### src/design/u8dec_pkg.sv
// types and constants shared by the utf-8 decoder modules
package u8dec_pkg;

  localparam int unsigned CpW     = 21;
  localparam int unsigned CountW  = 16;
  localparam int unsigned StatusW = 3;

  typedef enum logic [StatusW-1:0] {
    ST_OK        = 3'd0,
    ST_BAD_LEAD  = 3'd1,
    ST_BAD_CONT  = 3'd2,
    ST_TRUNCATED = 3'd3,
    ST_LIMIT     = 3'd4,
    ST_DISABLED  = 3'd5
  } u8dec_status_e;

  // register addresses (byte offsets)
  localparam int unsigned AddrW     = 3;
  localparam logic [AddrW-1:0] RegEnable = 3'h0;
  localparam logic [AddrW-1:0] RegMaxOut = 3'h4;

  typedef struct packed {
    logic [7:0] in_byte;
    logic       last_byte;
  } u8dec_in_t;

  typedef struct packed {
    logic [CpW-1:0]     code_point;
    logic               is_char;
    logic               done_res;
    logic [CountW-1:0]  char_count;
    logic [StatusW-1:0] status;
  } u8dec_out_t;

  // one queue entry: everything one input byte produces
  typedef struct packed {
    logic               has_char;
    logic [CpW-1:0]     code_point;
    logic               has_done;
    logic [CountW-1:0]  char_count;
    logic [StatusW-1:0] status;
  } u8dec_entry_t;

  typedef struct packed {
    logic full;
    logic empty;
  } u8dec_qstat_t;

endpackage

### src/design/utf8_to_codepoint_decoder.sv
// top level of the utf-8 to code point decoder with its register port
//
//  channel  | direction | handshake                  | word
//  ---------+-----------+----------------------------+---------------------
//  in       | in        | in_valid_i / in_stall_o    | u8dec_in_t
//  out      | out       | out_valid_o / out_stall_i  | u8dec_out_t
//  config   | in        | apb psel/penable/pready    | 32-bit register data
//
// one input byte is taken per cycle while the entry queue has room
// a byte that yields both a code point and a done result gives two output words
// the back end's single output register gives one word per cycle while not stalled
// reset clears the decode state, the queue and the output valid flag; registers
// come up enabled with max_output at 65535
// a stalled output fills the queue, after which in_stall_o rises
module utf8_to_codepoint_decoder #(
  parameter int unsigned QueueDepth = 4
) (
  input  logic                           clk_i,
  input  logic                           rst_ni,
  input  logic                           in_valid_i,
  output logic                           in_stall_o,
  input  u8dec_pkg::u8dec_in_t           in_data_i,
  output logic                           out_valid_o,
  input  logic                           out_stall_i,
  output u8dec_pkg::u8dec_out_t          out_data_o,
  input  logic                           psel,
  input  logic                           penable,
  input  logic                           pwrite,
  input  logic [u8dec_pkg::AddrW-1:0]    paddr,
  input  logic [31:0]                    pwdata,
  output logic [31:0]                    prdata,
  output logic                           pready
);
  import u8dec_pkg::*;

  logic         enable_q;
  logic [15:0]  max_out_q;
  logic         wr_en;
  logic         accept;
  logic         push;
  logic         pop;
  u8dec_entry_t entry;
  u8dec_entry_t head;
  u8dec_qstat_t qstat;

  assign pready = 1'b1;
  assign wr_en  = psel && penable && pwrite;

  always_ff @(posedge clk_i or negedge rst_ni) begin
    if (!rst_ni) begin
      enable_q  <= 1'b1;
      max_out_q <= 16'hFFFF;
    end else if (wr_en) begin
      if (paddr[2] == RegMaxOut[2]) begin
        max_out_q <= pwdata[15:0];
      end else begin
        enable_q <= pwdata[0];
      end
    end
  end

  always_comb begin
    if (paddr[2] == RegMaxOut[2]) begin
      prdata = {16'd0, max_out_q};
    end else begin
      prdata = {31'd0, enable_q};
    end
  end

  assign in_stall_o = qstat.full;
  assign accept     = in_valid_i && !in_stall_o;

  u8dec_front u_front (
    .clk_i         (clk_i),
    .rst_ni        (rst_ni),
    .in_data_i     (in_data_i),
    .accept_i      (accept),
    .utf8_enable_i (enable_q),
    .max_output_i  (max_out_q),
    .push_o        (push),
    .entry_o       (entry)
  );

  u8dec_queue #(
    .Depth (QueueDepth)
  ) u_queue (
    .clk_i       (clk_i),
    .rst_ni      (rst_ni),
    .push_i      (push),
    .push_data_i (entry),
    .pop_i       (pop),
    .head_o      (head),
    .stat_o      (qstat)
  );

  u8dec_back u_back (
    .clk_i       (clk_i),
    .rst_ni      (rst_ni),
    .head_i      (head),
    .qstat_i     (qstat),
    .pop_o       (pop),
    .out_valid_o (out_valid_o),
    .out_stall_i (out_stall_i),
    .out_data_o  (out_data_o)
  );

endmodule

### src/design/u8dec_front.sv
// front end: takes bytes, runs the decode state and builds queue entries
module u8dec_front (
  input  logic                      clk_i,
  input  logic                      rst_ni,
  input  u8dec_pkg::u8dec_in_t      in_data_i,
  input  logic                      accept_i,
  input  logic                      utf8_enable_i,
  input  logic [15:0]               max_output_i,
  output logic                      push_o,
  output u8dec_pkg::u8dec_entry_t   entry_o
);
  import u8dec_pkg::*;

  logic [1:0]         pend_q, pend_d;
  logic [CpW-1:0]     acc_q, acc_d;
  logic [CountW-1:0]  cnt_q, cnt_d;
  logic               halt_q, halt_d;
  logic [StatusW-1:0] stst_q, stst_d;

  logic [7:0]         b;
  logic [CountW-1:0]  limit;
  logic               has_char;
  logic [CpW-1:0]     cp;
  logic               has_done;
  logic [StatusW-1:0] done_st;

  assign b     = in_data_i.in_byte;
  assign limit = (max_output_i == '0) ? '0 : max_output_i - 16'd1;

  always_comb begin
    pend_d   = pend_q;
    acc_d    = acc_q;
    cnt_d    = cnt_q;
    halt_d   = halt_q;
    stst_d   = stst_q;
    has_char = 1'b0;
    cp       = '0;
    has_done = 1'b0;
    done_st  = ST_OK;

    if (!utf8_enable_i) begin
      if (in_data_i.last_byte) begin
        has_done = 1'b1;
        done_st  = ST_DISABLED;
      end
    end else begin
      if (halt_q) begin
        if (stst_q == ST_BAD_CONT && pend_q != 2'd0) begin
          pend_d = pend_q - 2'd1;
        end
      end else if (pend_q == 2'd0) begin
        priority if (cnt_q >= limit) begin
          halt_d = 1'b1;
          stst_d = ST_LIMIT;
        end else if (b[7] == 1'b0) begin
          has_char = 1'b1;
          cp       = {13'd0, b};
          cnt_d    = cnt_q + 16'd1;
        end else if (b[7:5] == 3'b110) begin
          acc_d  = {16'd0, b[4:0]};
          pend_d = 2'd1;
        end else if (b[7:4] == 4'b1110) begin
          acc_d  = {17'd0, b[3:0]};
          pend_d = 2'd2;
        end else if (b[7:3] == 5'b11110) begin
          acc_d  = {18'd0, b[2:0]};
          pend_d = 2'd3;
        end else begin
          halt_d = 1'b1;
          stst_d = ST_BAD_LEAD;
        end
      end else begin
        pend_d = pend_q - 2'd1;
        if (b[7:6] != 2'b10) begin
          halt_d = 1'b1;
          stst_d = ST_BAD_CONT;
        end else begin
          acc_d = {acc_q[CpW-7:0], b[5:0]};
          if (pend_q == 2'd1) begin
            has_char = 1'b1;
            cp       = acc_d;
            cnt_d    = cnt_q + 16'd1;
            acc_d    = '0;
          end
        end
      end
      if (in_data_i.last_byte) begin
        has_done = 1'b1;
        if (pend_d != 2'd0) begin
          done_st = ST_TRUNCATED;
        end else if (halt_d) begin
          done_st = stst_d;
        end else begin
          done_st = ST_OK;
        end
      end
    end

    entry_o.has_char   = has_char;
    entry_o.code_point = cp;
    entry_o.has_done   = has_done;
    // a disabled string end always reports zero characters
    entry_o.char_count = (has_done && utf8_enable_i) ? cnt_d : '0;
    entry_o.status     = done_st;

    // end of string starts a fresh run
    if (in_data_i.last_byte) begin
      pend_d = '0;
      acc_d  = '0;
      cnt_d  = '0;
      halt_d = 1'b0;
      stst_d = ST_OK;
    end
  end

  assign push_o = accept_i && (has_char || has_done);

  always_ff @(posedge clk_i or negedge rst_ni) begin
    if (!rst_ni) begin
      pend_q <= '0;
      acc_q  <= '0;
      cnt_q  <= '0;
      halt_q <= 1'b0;
      stst_q <= ST_OK;
    end else if (accept_i) begin
      pend_q <= pend_d;
      acc_q  <= acc_d;
      cnt_q  <= cnt_d;
      halt_q <= halt_d;
      stst_q <= stst_d;
    end
  end

  // a string end always leaves a clean run behind
  assert property (@(posedge clk_i) disable iff (!rst_ni)
    accept_i && in_data_i.last_byte |=> pend_q == '0 && cnt_q == '0 && !halt_q)
    else $error("decode state not cleared after last byte");

  // while disabled, inner bytes leave the decode state alone
  assert property (@(posedge clk_i) disable iff (!rst_ni)
    accept_i && !utf8_enable_i && !in_data_i.last_byte |=>
      $stable(pend_q) && $stable(acc_q) && $stable(cnt_q))
    else $error("decode state changed while disabled");

  // a pushed entry always carries something
  assert property (@(posedge clk_i) disable iff (!rst_ni)
    push_o |-> accept_i && (entry_o.has_char || entry_o.has_done))
    else $error("empty entry pushed");

endmodule

### src/design/u8dec_queue.sv
// short queue of decoded entries between front and back
module u8dec_queue #(
  parameter int unsigned Depth = 4
) (
  input  logic                     clk_i,
  input  logic                     rst_ni,
  input  logic                     push_i,
  input  u8dec_pkg::u8dec_entry_t  push_data_i,
  input  logic                     pop_i,
  output u8dec_pkg::u8dec_entry_t  head_o,
  output u8dec_pkg::u8dec_qstat_t  stat_o
);
  import u8dec_pkg::*;

  localparam int unsigned PtrW = (Depth > 1) ? $clog2(Depth) : 1;
  localparam int unsigned CntW = $clog2(Depth + 1);
  localparam logic [PtrW-1:0] LastPtr = PtrW'(Depth - 1);

  u8dec_entry_t    mem_q [Depth];
  logic [PtrW-1:0] wr_ptr_q, rd_ptr_q;
  logic [CntW-1:0] count_q;

  assign stat_o.full  = (count_q == CntW'(Depth));
  assign stat_o.empty = (count_q == '0);
  assign head_o       = mem_q[rd_ptr_q];

  always_ff @(posedge clk_i) begin
    if (push_i) begin
      mem_q[wr_ptr_q] <= push_data_i;
    end
  end

  always_ff @(posedge clk_i or negedge rst_ni) begin
    if (!rst_ni) begin
      wr_ptr_q <= '0;
      rd_ptr_q <= '0;
      count_q  <= '0;
    end else begin
      if (push_i) begin
        wr_ptr_q <= (wr_ptr_q == LastPtr) ? '0 : wr_ptr_q + PtrW'(1);
      end
      if (pop_i) begin
        rd_ptr_q <= (rd_ptr_q == LastPtr) ? '0 : rd_ptr_q + PtrW'(1);
      end
      unique case ({push_i, pop_i})
        2'b10:   count_q <= count_q + CntW'(1);
        2'b01:   count_q <= count_q - CntW'(1);
        default: count_q <= count_q;
      endcase
    end
  end

  assert property (@(posedge clk_i) disable iff (!rst_ni)
    count_q <= CntW'(Depth))
    else $error("queue count overflow");

  assert property (@(posedge clk_i) disable iff (!rst_ni)
    !(push_i && stat_o.full && !pop_i) && !(pop_i && stat_o.empty))
    else $error("queue pushed while full or popped while empty");

  assert property (@(posedge clk_i) disable iff (!rst_ni)
    push_i && !pop_i |=> count_q == $past(count_q) + CntW'(1))
    else $error("queue count did not follow push");

endmodule

### src/design/u8dec_back.sv
// back end: splits queue entries into result words behind an output register
module u8dec_back (
  input  logic                     clk_i,
  input  logic                     rst_ni,
  input  u8dec_pkg::u8dec_entry_t  head_i,
  input  u8dec_pkg::u8dec_qstat_t  qstat_i,
  output logic                     pop_o,
  output logic                     out_valid_o,
  input  logic                     out_stall_i,
  output u8dec_pkg::u8dec_out_t    out_data_o
);
  import u8dec_pkg::*;

  logic       out_valid_q, out_valid_d;
  u8dec_out_t out_data_q, out_data_d;
  logic       char_sent_q, char_sent_d;
  logic       load;

  assign load = !out_valid_q || !out_stall_i;

  always_comb begin
    out_valid_d = out_valid_q;
    out_data_d  = out_data_q;
    char_sent_d = char_sent_q;
    pop_o       = 1'b0;
    if (load) begin
      out_valid_d = !qstat_i.empty;
      if (!qstat_i.empty) begin
        if (head_i.has_char && !char_sent_q) begin
          out_data_d.code_point = head_i.code_point;
          out_data_d.is_char    = 1'b1;
          out_data_d.done_res   = 1'b0;
          out_data_d.char_count = '0;
          out_data_d.status     = ST_OK;
          // a char followed by its string end: hold the entry one more word
          if (head_i.has_done) begin
            char_sent_d = 1'b1;
          end else begin
            pop_o = 1'b1;
          end
        end else begin
          out_data_d.code_point = '0;
          out_data_d.is_char    = 1'b0;
          out_data_d.done_res   = 1'b1;
          out_data_d.char_count = head_i.char_count;
          out_data_d.status     = head_i.status;
          char_sent_d           = 1'b0;
          pop_o                 = 1'b1;
        end
      end
    end
  end

  always_ff @(posedge clk_i or negedge rst_ni) begin
    if (!rst_ni) begin
      out_valid_q <= 1'b0;
      char_sent_q <= 1'b0;
    end else begin
      out_valid_q <= out_valid_d;
      char_sent_q <= char_sent_d;
    end
  end

  always_ff @(posedge clk_i) begin
    out_data_q <= out_data_d;
  end

  assign out_valid_o = out_valid_q;
  assign out_data_o  = out_data_q;

  assert property (@(posedge clk_i) disable iff (!rst_ni)
    out_valid_o |-> !(out_data_o.is_char && out_data_o.done_res))
    else $error("result word is both char and done");

  assert property (@(posedge clk_i) disable iff (!rst_ni)
    char_sent_q |-> !qstat_i.empty && head_i.has_done)
    else $error("split entry lost its done part");

  assert property (@(posedge clk_i) disable iff (!rst_ni)
    pop_o |-> load && !qstat_i.empty)
    else $error("pop without a free output register");

endmodule

### config.mk
export PLATFORM = sky130hd
export DESIGN_NAME = utf8_to_codepoint_decoder
export DESIGN_NICKNAME = d
export VERILOG_FILES = /design/src/design/u8dec_pkg.sv /design/src/design/utf8_to_codepoint_decoder.sv /design/src/design/u8dec_front.sv /design/src/design/u8dec_queue.sv /design/src/design/u8dec_back.sv
export SDC_FILE = /design/constraint.sdc
export NUM_CORES = 1
export LEC_CHECK = 0
export BUFFER_PORTS_ARGS = -buffer_cell sky130_fd_sc_hd__buf_4
export CORE_UTILIZATION = 45
export CTS_CLUSTER_SIZE = 25
export DETAILED_ROUTE_END_ITERATION = 8
export GPL_ROUTABILITY_DRIVEN = 0
export SKIP_LAST_GASP = 1
export SLEW_MARGIN = 25
export SYNTH_ARGS = -nofsm -noshare
export SYNTH_HDL_FRONTEND = slang
export SYNTH_HIERARCHICAL = 1
export SYNTH_SLANG_ARGS = --single-unit
### constraint.sdc
create_clock -name clk_i -period 6.24 [get_ports clk_i]
set_input_delay 0.624 -clock clk_i [delete_from_list [all_inputs] [get_ports clk_i]]
set_output_delay 0.624 -clock clk_i [all_outputs]
set_load 0.01 [all_outputs]
==> reports/qor.yml, run 1 <==
status: "finished, final reports clean"
clkSinkCount: 273
drv_slew: 0
post-route-drc-count: 0
met3_usage_pct: 3.03
core_um2: 27900
fp.dieArea_um2: 29200
wire_per_inst_um: 18.6
grt_pass1_vias: 7284
grt.busiest_layer: "met2"
gr-total-overflow: 0
synth.avg_cell_area_um2: 14.6
min_period_ns: 5.47
nets: 1042
dp.cells: 1310
hold_ws_ns: 0.194
yosys_warnings: 6
cts_tree: "built"
place_area_um2: 13800
vias: 7418
clock-root-buffer: "clkbuf_16"
cts_hold_buf: 0
path_max_fanout: 13
slew_headroom_pct: 31.8
synth_cell_type_count: 87
hpwl_mm: 16.1
cts_resized: 0
hold_class: "in -> async"
fin_crit_sh_pct: 87.7
diodes: 0
clock.fmax_mhz: 183
criticalPathCategory: "reg -> reg"
grt_pass1_wl_mm: 40.6
seq_area_frac_synth_pct: 61.6
setup_viol: 0
cts.htree.levels: 1
grt_max_degree: 64
cts_buffers: 29
ios: 128
first_iter_violations: 459
die_y_um: 171
final_cells: 1364
cp-start-kind: "flip-flop"
ys_seq_elements: 273
setup_tns_ns: 0
synthCells: 878
peakVddDrop_uv: 219
required_ns: 6.70
synth-edff-count: 210
clock_skew_ns: 0.0181
synth_area_um2: 12800
ant_nets: 0
firstDrtPassIters: 5
fillers: 2408
die_x_um: 171
port_buffers: 92
drv_cap: 0
routed_wl_mm: 25.4
async_flop_share_pct: 23.1
endpoint_kind: "flip-flop"
placementRows: 61
r2r_setup_slack_ns: 0.77
grt_util_met1_pct: 26.2
rsz0062_at_grt: "no"
crit_arrival_ns: 5.93
viasPerCell: 5.44
start_util_pct: 46.0
use_met2_pct: 28.4
fin_area_um2: 14700
synth_flop_cell: "edfxtp_1"
clkTransAtPathRegs_ns: 0.06
post-cts-setup-buffers: 0
clk_latency_ns: 0.54
grt_usage_pct: 18.1
worstMarginPinSlew_ns: 1.01
hold_violations: 0
clockBufferDepth: 3
drive_above_1_share_pct: 27.4
synthToLayoutAreaGrowth_pct: 14.5
antenna_found_initial: 0
p_leak_nw: 5.59
power_density_nw_per_um2: 442
fin_util_pct: 52.6
-- stage by stage --
step | total power [W] | setup WS (ns)
after floorplan | 0.00426 | 1.07
after global routing | 0.00688 | 0.303
after CTS | 0.00658 | 0.742
final | 0.00649 | 0.766
after global placement | 0.00482 | 0.848
after detailed placement | 0.00485 | 0.770
-- final timing paths --
check | from | endpoint | cells after the start
min in group clk_i | pwdata[13] | max_out_q[13] | 2
setup / recovery | max_out_q[5] | u_queue/count_q[2] | 22
setup reg to reg | max_out_q[5] | u_queue/count_q[2] | 22
hold reg to reg | u_queue/count_q[2] | u_queue/count_q[2] | 1
max in group asynchronous | rst_ni | u_queue/rd_ptr_q[0] | 1
hold / removal | rst_ni | u_queue/wr_ptr_q[1] | 1
-- layer usage --
metal / routed length [µm] / up-vias
met5: 0 / -
met4: 422 / 0
met3: 1530 / 31
met2: 11500 / 241
met1: 11900 / 3663
li1: - / 3483
-- flip-flops by register name (all words and copies together), names as in the netlist, 2 cells and up --
name / count
u_queue/mem_q: 168
u_queue/count_q: 3
u_front/stst_q: 3
u_front/pend_q: 2
u_front/acc_q: 15
max_out_q: 16
u_queue/wr_ptr_q: 2
u_back/out_data_o: 42
u_front/cnt_q: 16
u_queue/rd_ptr_q: 2
-- cell usage in the layout, fill, tap and decap left out, types with 20 or more instances in the layout --
master / n
clkbuf_16: 29
ha_1: 27
inv_1: 23
edfxtp_1: 210
o21ai_0: 25
nor3_1: 21
dfrtp_1: 45
buf_4: 99
a21oi_1: 20
mux4_2: 38
nand2_1: 49
and2_1: 42
nor2_1: 42
-- cells in the mapped netlist (20+ instances only) --
cell      instances  share of area (%)
nor2_1           42                1.2
buf_4            20                1.2
and2_1           46                2.2
inv_1            23               0.67
nand2_1          49                1.4
nor3_1           21               0.82
mux4_2           38                6.7
o21ai_0          25               0.97
edfxtp_1        210                 49
dfrtp_1          46                9.0
a21oi_1          20               0.78
ha_1             27                2.6
-- kinds of logic after synthesis --
logic type      after synthesis  synth area share, %
fa+ha+maj                    28                 2.79
flops                       273                 61.6
other cells                   2               0.0585
xor+xnor                     24                 1.64
buf+inv                      89                 4.24
simple gates                264                 12.2
compound gates              132                 7.72
mux                          66                 9.85
-- critical path, stage by stage, from the launching register on --
cell      delay [ns]
dfstp_2         0.39
or4_1           0.59
nor4_1          0.47
nand3b_1        0.24
nor3_1          0.23
xor2_1          0.17
nand2_1         0.07
ha_1            0.28
nand4_2         0.18
nor4_4          0.40
o31ai_4         0.18
a31oi_4         0.34
or2_1           0.25
inv_6           0.10
o21ai_2         0.22
inv_1           0.15
inv_1           0.09
ha_1            0.19
inv_1           0.07
fa_1            0.37
xor2_1          0.15
nor2_1          0.11
xor2_1          0.15
-- layout make-up --
| class | count | area [µm²] | share of cell area (%) |
|---|---|---|---|
| Inverter | 25 | 98.8 | 0.672 |
| Tap cell | 378 | 473 | 3.22 |
| Sequential cell | 273 | 7910 | 53.8 |
| Multi-Input combinational cell | 531 | 4460 | 30.3 |
| Timing Repair Buffer | 103 | 823 | 5.60 |
| Clock buffer | 41 | 771 | 5.24 |
| Clock inverter | 13 | 171 | 1.17 |
-- power by group --
| group | total, W | internal, W | switching [W] | leakage [nW] |
|---|---|---|---|---|
| logic | 0.00208 | 0.000992 | 0.00109 | 2.36 |
| registers | 0.00271 | 0.00245 | 0.000256 | 2.78 |
| clock network | 0.00170 | 0.00103 | 0.000674 | 0.454 |
(Power assumes the default switching activity.)
==> inputs of run 2 (changes only) <==
--- a/config.mk
+++ b/config.mk
@@ -5,13 +5,15 @@
 export SDC_FILE = /design/constraint.sdc
 export NUM_CORES = 1
 export LEC_CHECK = 0
+export ABC_AREA = 1
 export BUFFER_PORTS_ARGS = -buffer_cell sky130_fd_sc_hd__buf_4
 export CORE_UTILIZATION = 45
 export CTS_CLUSTER_SIZE = 25
 export DETAILED_ROUTE_END_ITERATION = 8
 export GPL_ROUTABILITY_DRIVEN = 0
+export HOLD_SLACK_MARGIN = 0.06
 export SKIP_LAST_GASP = 1
-export SLEW_MARGIN = 25
+export SLEW_MARGIN = 0
 export SYNTH_ARGS = -nofsm -noshare
 export SYNTH_HDL_FRONTEND = slang
 export SYNTH_HIERARCHICAL = 1
==> run 2 against run 1 <==
- die area increased by 8.9%
- utilization decreased by 1.2 points
- clock power about the same
- hold slack got worse by 0.012 ns
- first-iteration DRC count increased by 57%
- area after synthesis increased by 9.0%
- synthesized cell count increased by 72%
- total power increased by 9.8%
- sequential share of layout area decreased by 3.5 points
- largest power group unchanged
==> reports/qor.yml, run 2 <==
status: "finished, final reports clean"  # unchanged
start_util_pct: 45.8  # was 46.0%
ys_seq_elements: 273  # unchanged
grt_pass1_wl_mm: 47.4  # was 40.6 mm
cp-start-kind: "flip-flop"  # unchanged
crit_path_cell_trace: "inv_1 -> nand2_1 -> nor4_2 -> nand2_1 -> nor3_2 -> nand2_1 -> xnor2_1 -> nand2_1 -> ha_1 -> a21oi_1 -> o21ai_1 -> nor2_4 -> nand3_1 -> buf_4 -> nand2_1 -> nand3_2 -> a21oi_1 -> nand2_1 -> inv_1 -> buf_4"  # was or4_1 -> nor4_1 -> nand3b_1 -> nor3_1 -> xor2_1 -> nand2_1 -> ha_1 -> nand4_2 -> nor4_4 -> o31ai_4 -> a31oi_4 -> or2_1 -> inv_6 -> o21ai_2 -> inv_1 -> inv_1 -> ha_1 -> inv_1 -> fa_1 -> xor2_1 -> nor2_1 -> xor2_1
viasPerCell: 4.88  # was 5.44
cts_hold_buf: 0  # unchanged
drv_slew: 0  # unchanged
grt_pass1_vias: 9102  # was 7284
path_max_fanout: 42  # was 13
reg2regPathDepth: 20  # was 22
ant_nets: 0  # unchanged
clkTransAtPathRegs_ns: 0.06  # about the same
layout_common_cells: "459 x nand2_1, 225 x inv_1, 210 x edfxtp_1"  # was 210 x edfxtp_1, 99 x buf_4, 49 x nand2_1
seq_area_frac_synth_pct: 56.5  # was 61.6%
hold_violations: 0  # unchanged
fp.dieArea_um2: 31800  # was 29200 µm²
cts_tree: "built"  # unchanged
port_buffers: 92  # unchanged
crit_path_end: "u_queue/mem_q[0][10]"  # was u_queue/count_q[2]
synth_top_area_share_pct: 45.0  # was 49.1%
yosysTopAreaCell: "edfxtp_1"  # unchanged
min_period_ns: 4.95  # was 5.47 ns
hold_class: "in -> async"  # unchanged
gr-total-overflow: 0  # unchanged
routed_wl_mm: 28.7  # was 25.4 mm
synth_flop_cell: "edfxtp_1"  # unchanged
endpoint_kind: "flip-flop"  # unchanged
drive_above_1_share_pct: 14.0  # was 27.4%
cts.htree.levels: 1  # unchanged
grt_max_degree: 114  # was 64
crit_arrival_ns: 5.13  # was 5.93 ns
post-cts-setup-buffers: 0  # unchanged
worstMarginPinSlew_ns: 1.12  # was 1.01 ns
clk_latency_ns: 0.55  # was 0.54 ns
synth-edff-count: 210  # unchanged
peakVddDrop_uv: 239  # was 219 µV
yosys_warnings: 6  # unchanged
placementRows: 64  # was 61
wire_per_inst_um: 14.4  # was 18.6 µm
die_x_um: 178  # was 171 µm
setup_tns_ns: 0  # unchanged
timing.rr.start: "max_out_q[0]"  # was max_out_q[5]
r2r_setup_slack_ns: 1.29  # was 0.77 ns
crit_family: "simple AND/OR/NAND/NOR gates"  # unchanged
p_leak_nw: 7.12  # was 5.59 nW
firstDrtPassIters: 5  # unchanged
largest_reg_flops: 168  # unchanged
cts_resized: 0  # unchanged
post-route-drc-count: 0  # unchanged
fillers: 2809  # was 2408
synth.avg_cell_area_um2: 9.25  # was 14.6 µm²
cpPeakStageDelay_ns: 0.56  # was 0.59 ns
regMostFlops: "u_queue/mem_q"  # unchanged
synth_cell_type_count: 46  # was 87
cts_buffers: 30  # was 29
crit_path_start: "max_out_q[0]"  # was max_out_q[5]
crit_buf_inv: 4  # unchanged
antenna_found_initial: 0  # unchanged
clockBufferDepth: 3  # unchanged
pre_cts_slack_ns: 1.23  # was 0.770 ns
fin_crit_sh_pct: 79.4  # was 87.7%
clock_skew_ns: 0.0118  # was 0.0181 ns
slew_headroom_pct: 25.1  # was 31.8%
synth_most_common_cell: "nand2_1"  # was edfxtp_1
rsz0062_at_grt: "no"  # unchanged
grt_usage_pct: 18.7  # was 18.1%
diodes: 0  # unchanged
r2r-end: "u_queue/mem_q[0][10]"  # was u_queue/count_q[2]
clock-root-buffer: "clkbuf_16"  # unchanged
synthTopCellsByCount: "459 x nand2_1, 225 x inv_1, 210 x edfxtp_1"  # was 210 x edfxtp_1, 49 x nand2_1, 46 x and2_1, 46 x dfrtp_1, 42 x nor2_1
ios: 128  # unchanged
synthToLayoutAreaGrowth_pct: 12.3  # was 14.5%
synthCells: 1513  # was 878
clkSinkCount: 273  # unchanged
synth_area_um2: 14000  # was 12800 µm²
power_density_nw_per_um2: 453  # was 442 nW/µm²
die_y_um: 178  # was 171 µm
criticalPathCategory: "reg -> reg"  # unchanged
nets: 1657  # was 1042
required_ns: 6.41  # was 6.70 ns
setup_viol: 0  # unchanged
async_flop_share_pct: 23.1  # unchanged
ys_top_cells_by_area: "edfxtp_1 45%, nand2_1 12%, dfrtp_1 8.2%"  # was edfxtp_1 49%, dfrtp_1 9.0%, mux4_2 6.7%
layout_commonest_cell: "nand2_1"  # was edfxtp_1
core_um2: 30600  # was 27900 µm²
clock.fmax_mhz: 202  # was 183 MHz
cpMostUsedCell: "nand2_1"
vias: 9750  # was 7418
worst_slack_ns: 1.29  # was 0.766 ns
first_iter_violations: 719  # was 459
drv_cap: 0  # unchanged
worst-path-stages: 20  # was 22
critPathSlowestCell: "a21oi_1"  # was or4_1
hpwl_mm: 18.7  # was 16.1 mm
==> run 2: cell type report <==
type,count,area [µm²],share of cell area [%]
sequential,273,7900,50.3
multi-input combinational,934,4690,29.9
inverter,236,890,5.66
timing repair buffer,103,786,5.00
clock buffer,36,773,4.92
tap,396,495,3.15
clock inverter,18,179,1.14
==> run 2: metrics by stage <==
| step | instance area (µm²) | hold slack (ns) | std cells | power (W) | utilization [%] |
|---|---|---|---|---|---|
| after floorplan | 14100 | 0.328 | 1528 | 0.00480 | - |
| after global placement | 14800 | 0.461 | 1942 | 0.00544 | 48.3 |
| after detailed placement | 14800 | 0.469 | 1942 | 0.00550 | 48.3 |
| after CTS | 15700 | 0.212 | 1996 | 0.00720 | 51.4 |
| after global routing | 15700 | 0.242 | 1996 | 0.00769 | 51.4 |
| final | 15700 | 0.182 | 1996 | 0.00713 | 51.4 |
==> run 2: cell families after synthesis <==
| logic type | count (synthesis) | synth area share (%) |
|---|---|---|
| AO/OA/AOI/OAI | 182 | 8.69 |
| XOR/XNOR | 18 | 1.13 |
| adder cells (fa/ha/maj) | 28 | 2.56 |
| buffers and inverters | 321 | 10.5 |
| flip-flops | 273 | 56.5 |
| other | 2 | 0.0536 |
| AND/OR/NAND/NOR | 689 | 20.6 |
==> run 2: layer usage <==
metal  share of wire, %  track usage (%)
met4                1.2             3.50
met2                 45             30.0
met3                5.2             2.54
met1                 49             27.4
met5                  0                0
==> run 2: worst min path at each step <==
stage	depth (start not counted)	slack (ns)	to	from
floorplan	0	0.33	u_back/char_sent_q	rst_ni
global placement	2	0.46	max_out_q[15]	max_out_q[15]
detailed placement	2	0.47	max_out_q[0]	max_out_q[0]
CTS	1	0.21	u_front/cnt_q[6]	rst_ni
global route	1	0.24	u_front/cnt_q[6]	rst_ni
finish	1	0.18	u_front/cnt_q[6]	rst_ni
==> run 2: power breakdown <==
part	switching (W)	internal (W)	total, W	leakage, nW
Clock	0.000681	0.00100	0.00168	0.464
Sequential	0.000252	0.00251	0.00276	2.79
Combinational	0.00175	0.000930	0.00268	3.88
Total	0.00269	0.00444	0.00713	7.12
==> inputs of run 3 (changes only) <==
--- a/config.mk
+++ b/config.mk
@@ -12,6 +12,7 @@
 export DETAILED_ROUTE_END_ITERATION = 8
 export GPL_ROUTABILITY_DRIVEN = 0
 export HOLD_SLACK_MARGIN = 0.06
+export PLACE_DENSITY = 0.66
 export SKIP_LAST_GASP = 1
 export SLEW_MARGIN = 0
 export SYNTH_ARGS = -nofsm -noshare
==> constraint.sdc (replaced) <==
create_clock -name clk_i -period 4.2 [get_ports clk_i]
set_input_delay 0.42 -clock clk_i [delete_from_list [all_inputs] [get_ports clk_i]]
set_output_delay 0.42 -clock clk_i [all_outputs]
set_load 0.01 [all_outputs]
==> run 3 against run 2 <==
- count of clock-buffer cells in the layout grew 3
- critical path depth is the same
- sequential power grew 49%
- worst setup slack lost 0.94 ns
- first-iteration DRC count grew 0.97%
- critical path type unchanged
- critical endpoint is now u_queue/mem_q[2][29]
- highest routed layer unchanged
==> reports/qor.yml, run 3 (synthesized netlist as in run 2, its figures left out) <==
status: "finished, final reports clean"  # unchanged
synthToLayoutAreaGrowth_pct: 13.9  # was 12.3%
hold_violations: 0  # unchanged
clock_skew_ns: 0.0140  # was 0.0118 ns
hpwl_mm: 20.1  # was 18.7 mm
clk_latency_ns: 0.56  # was 0.55 ns
required_ns: 4.46  # was 6.41 ns
p_int_w: 0.00669  # was 0.00444 W
drive_above_1_share_pct: 15.3  # was 14.0%
worstMarginPinSlew_ns: 0.816  # was 1.12 ns
ant_nets: 0  # unchanged
first_iter_violations: 726  # was 719
grt_pass1_wl_mm: 47.8  # was 47.4 mm
p_leak_nw: 7.18  # was 7.12 nW
setup_viol: 0  # unchanged
layout_commonest_cell: "nand2_1"  # unchanged
cp-start-kind: "flip-flop"  # unchanged
grt_usage_pct: 19.1  # was 18.7%
grt_pass1_vias: 9325  # was 9102
crit_arrival_ns: 4.12  # was 5.13 ns
drv_cap: 0  # unchanged
p_comb_share_pct: 37.9  # was 37.7%
post-route-drc-count: 0  # unchanged
nets: 1673  # was 1657
cts_buffers: 29  # was 30
power_density_nw_per_um2: 671  # was 453 nW/µm²
critPathSlowestCell: "dfstp_2"  # was a21oi_1
core_um2: 30600  # unchanged
port_buffers: 92  # unchanged
swShare_pct: 37.5  # was 37.7%
viasPerCell: 4.91  # was 4.88
largest_reg_flops: 168  # unchanged
clock.fmax_mhz: 259  # was 202 MHz
placementRows: 64  # unchanged
seqPwrFrac_pct: 38.4  # was 38.7%
cpPeakStageDelay_ns: 0.38  # was 0.56 ns
crit_family: "simple AND/OR/NAND/NOR gates"  # unchanged
path_max_fanout: 20  # was 42
fin_crit_sh_pct: 91.8  # was 79.4%
min_period_ns: 3.86  # was 4.95 ns
regMostFlops: "u_queue/mem_q"  # unchanged
clock-root-buffer: "clkbuf_16"  # unchanged
firstDrtPassIters: 5  # unchanged
cts_tree: "built"  # unchanged
clockBufferDepth: 3  # unchanged
drv_slew: 0  # unchanged
crit_buf_inv: 4  # unchanged
gr-total-overflow: 0  # unchanged
wire_per_inst_um: 14.5  # was 14.4 µm
setup_tns_ns: 0  # unchanged
rsz0062_at_grt: "no"  # unchanged
diodes: 0  # unchanged
cpMostUsedCell: "nand2_1"  # unchanged
slew_headroom_pct: 45.6  # was 25.1%
layout_common_cells: "459 x nand2_1, 221 x inv_1, 210 x edfxtp_1"  # was 459 x nand2_1, 225 x inv_1, 210 x edfxtp_1
grt_max_degree: 85  # was 114
peakVddDrop_uv: 380  # was 239 µV
hold_class: "in -> reg"  # was in -> async
switchingPower_w: 0.00401  # was 0.00269 W
fp.dieArea_um2: 31800  # unchanged
clockPowerShare_pct: 23.7  # was 23.6%
start_util_pct: 45.8  # unchanged
endpoint_kind: "flip-flop"  # unchanged
clkSinkCount: 273  # unchanged
crit_path_cell_trace: "inv_1 -> nand2_1 -> nor4_4 -> nand2_1 -> nor3_4 -> nand3_1 -> xor2_1 -> nand2_1 -> ha_1 -> a21oi_1 -> o21ai_1 -> nor2_4 -> nand3_1 -> nand2_1 -> nand3_2 -> a21oi_2 -> buf_4 -> nand2_1 -> clkinvlp_4 -> buf_12"  # was inv_1 -> nand2_1 -> nor4_2 -> nand2_1 -> nor3_2 -> nand2_1 -> xnor2_1 -> nand2_1 -> ha_1 -> a21oi_1 -> o21ai_1 -> nor2_4 -> nand3_1 -> buf_4 -> nand2_1 -> nand3_2 -> a21oi_1 -> nand2_1 -> inv_1 -> buf_4
routed_wl_mm: 29.1  # was 28.7 mm
clkTransAtPathRegs_ns: 0.06  # about the same
die_x_um: 178  # unchanged
antenna_found_initial: 0  # unchanged
ios: 128  # unchanged
cts.htree.levels: 1  # unchanged
vias: 9878  # was 9750
total_power_w: 0.0107  # was 0.00713 W
die_y_um: 178  # unchanged
criticalPathCategory: "reg -> reg"  # unchanged
[run 3: power groups by stage]
stage,sequential [W],clock [W],combinational [W]
5_1_grt,0.00418,0.00269,0.00465
6_report,0.00411,0.00253,0.00406
4_1_cts,0.00411,0.00259,0.00409
3_3_place_gp,0.00414,0,0.00398
2_1_floorplan,0.00414,0,0.00300
3_5_place_dp,0.00416,0,0.00408
[run 3: through the flow]
step	hold slack [ns]	cell area (µm²)	instances	setup WS, ns	utilization, %
global route	0.0738	15900	2013	0.0103	52.1
detailed placement	0.465	14900	1956	0.145	48.8
floorplan	0.124	14100	1528	0.254	-
finish	0.0879	15900	2013	0.343	52.1
CTS	0.0603	15900	2011	0.129	52.0
global placement	0.463	14900	1956	0.250	48.8
[run 3: area by class of cell]
| type | instances | area, µm² |
|---|---|---|
| fill | 2788 | 14600 |
| sequential | 273 | 7900 |
| multi-input combinational | 934 | 4720 |
| timing repair buffer | 120 | 966 |
| inverter | 236 | 905 |
| clock buffer | 39 | 793 |
| tap | 396 | 495 |
| clock inverter | 15 | 166 |
[run 3: worst reg2reg max path: stages (launching register included)]
cell,delay (ns)
dfstp_2,0.38
inv_1,0.10
nand2_1,0.14
nor4_4,0.21
nand2_1,0.18
nor3_4,0.18
nand3_1,0.11
xor2_1,0.15
nand2_1,0.08
ha_1,0.32
a21oi_1,0.15
o21ai_1,0.11
nor2_4,0.12
nand3_1,0.12
nand2_1,0.18
nand3_2,0.10
a21oi_2,0.21
buf_4,0.21
nand2_1,0.09
clkinvlp_4,0.21
buf_12,0.21
[run 3: worst paths after layout]
check / start / to / slack [ns] / depth (start not counted)
max: max_out_q[0] / u_queue/mem_q[2][29] / 0.34 / 20
min: pwdata[11] / max_out_q[11] / 0.09 / 3
max reg2reg: max_out_q[0] / u_queue/mem_q[2][29] / 0.34 / 20
min reg2reg: max_out_q[15] / max_out_q[15] / 0.47 / 2
max in group asynchronous: rst_ni / u_front/acc_q[10] / 3.17 / 2
min in group asynchronous: rst_ni / u_front/cnt_q[0] / 0.51 / 2
[run 3: timing repair]
| item | 4_1_cts | 5_1_grt |
|---|---|---|
| resized for setup | 0 | 4 |
| setup buffers | 0 | 2 |
| hold endpoints to repair | 46 | 0 |
| hold buffers | 1 | 0 |
| endpoints found under the setup margin | 0 | 143 |
[run 3: per-layer routing]
metal  up-vias  track usage (%)  part of all wire (%)
li1       5048                -                     -
met1      4541             25.6                    45
met2       251             32.4                    47
met3        38             2.96                   5.5
met4         0             4.20                   1.8
met5         -                0                     0
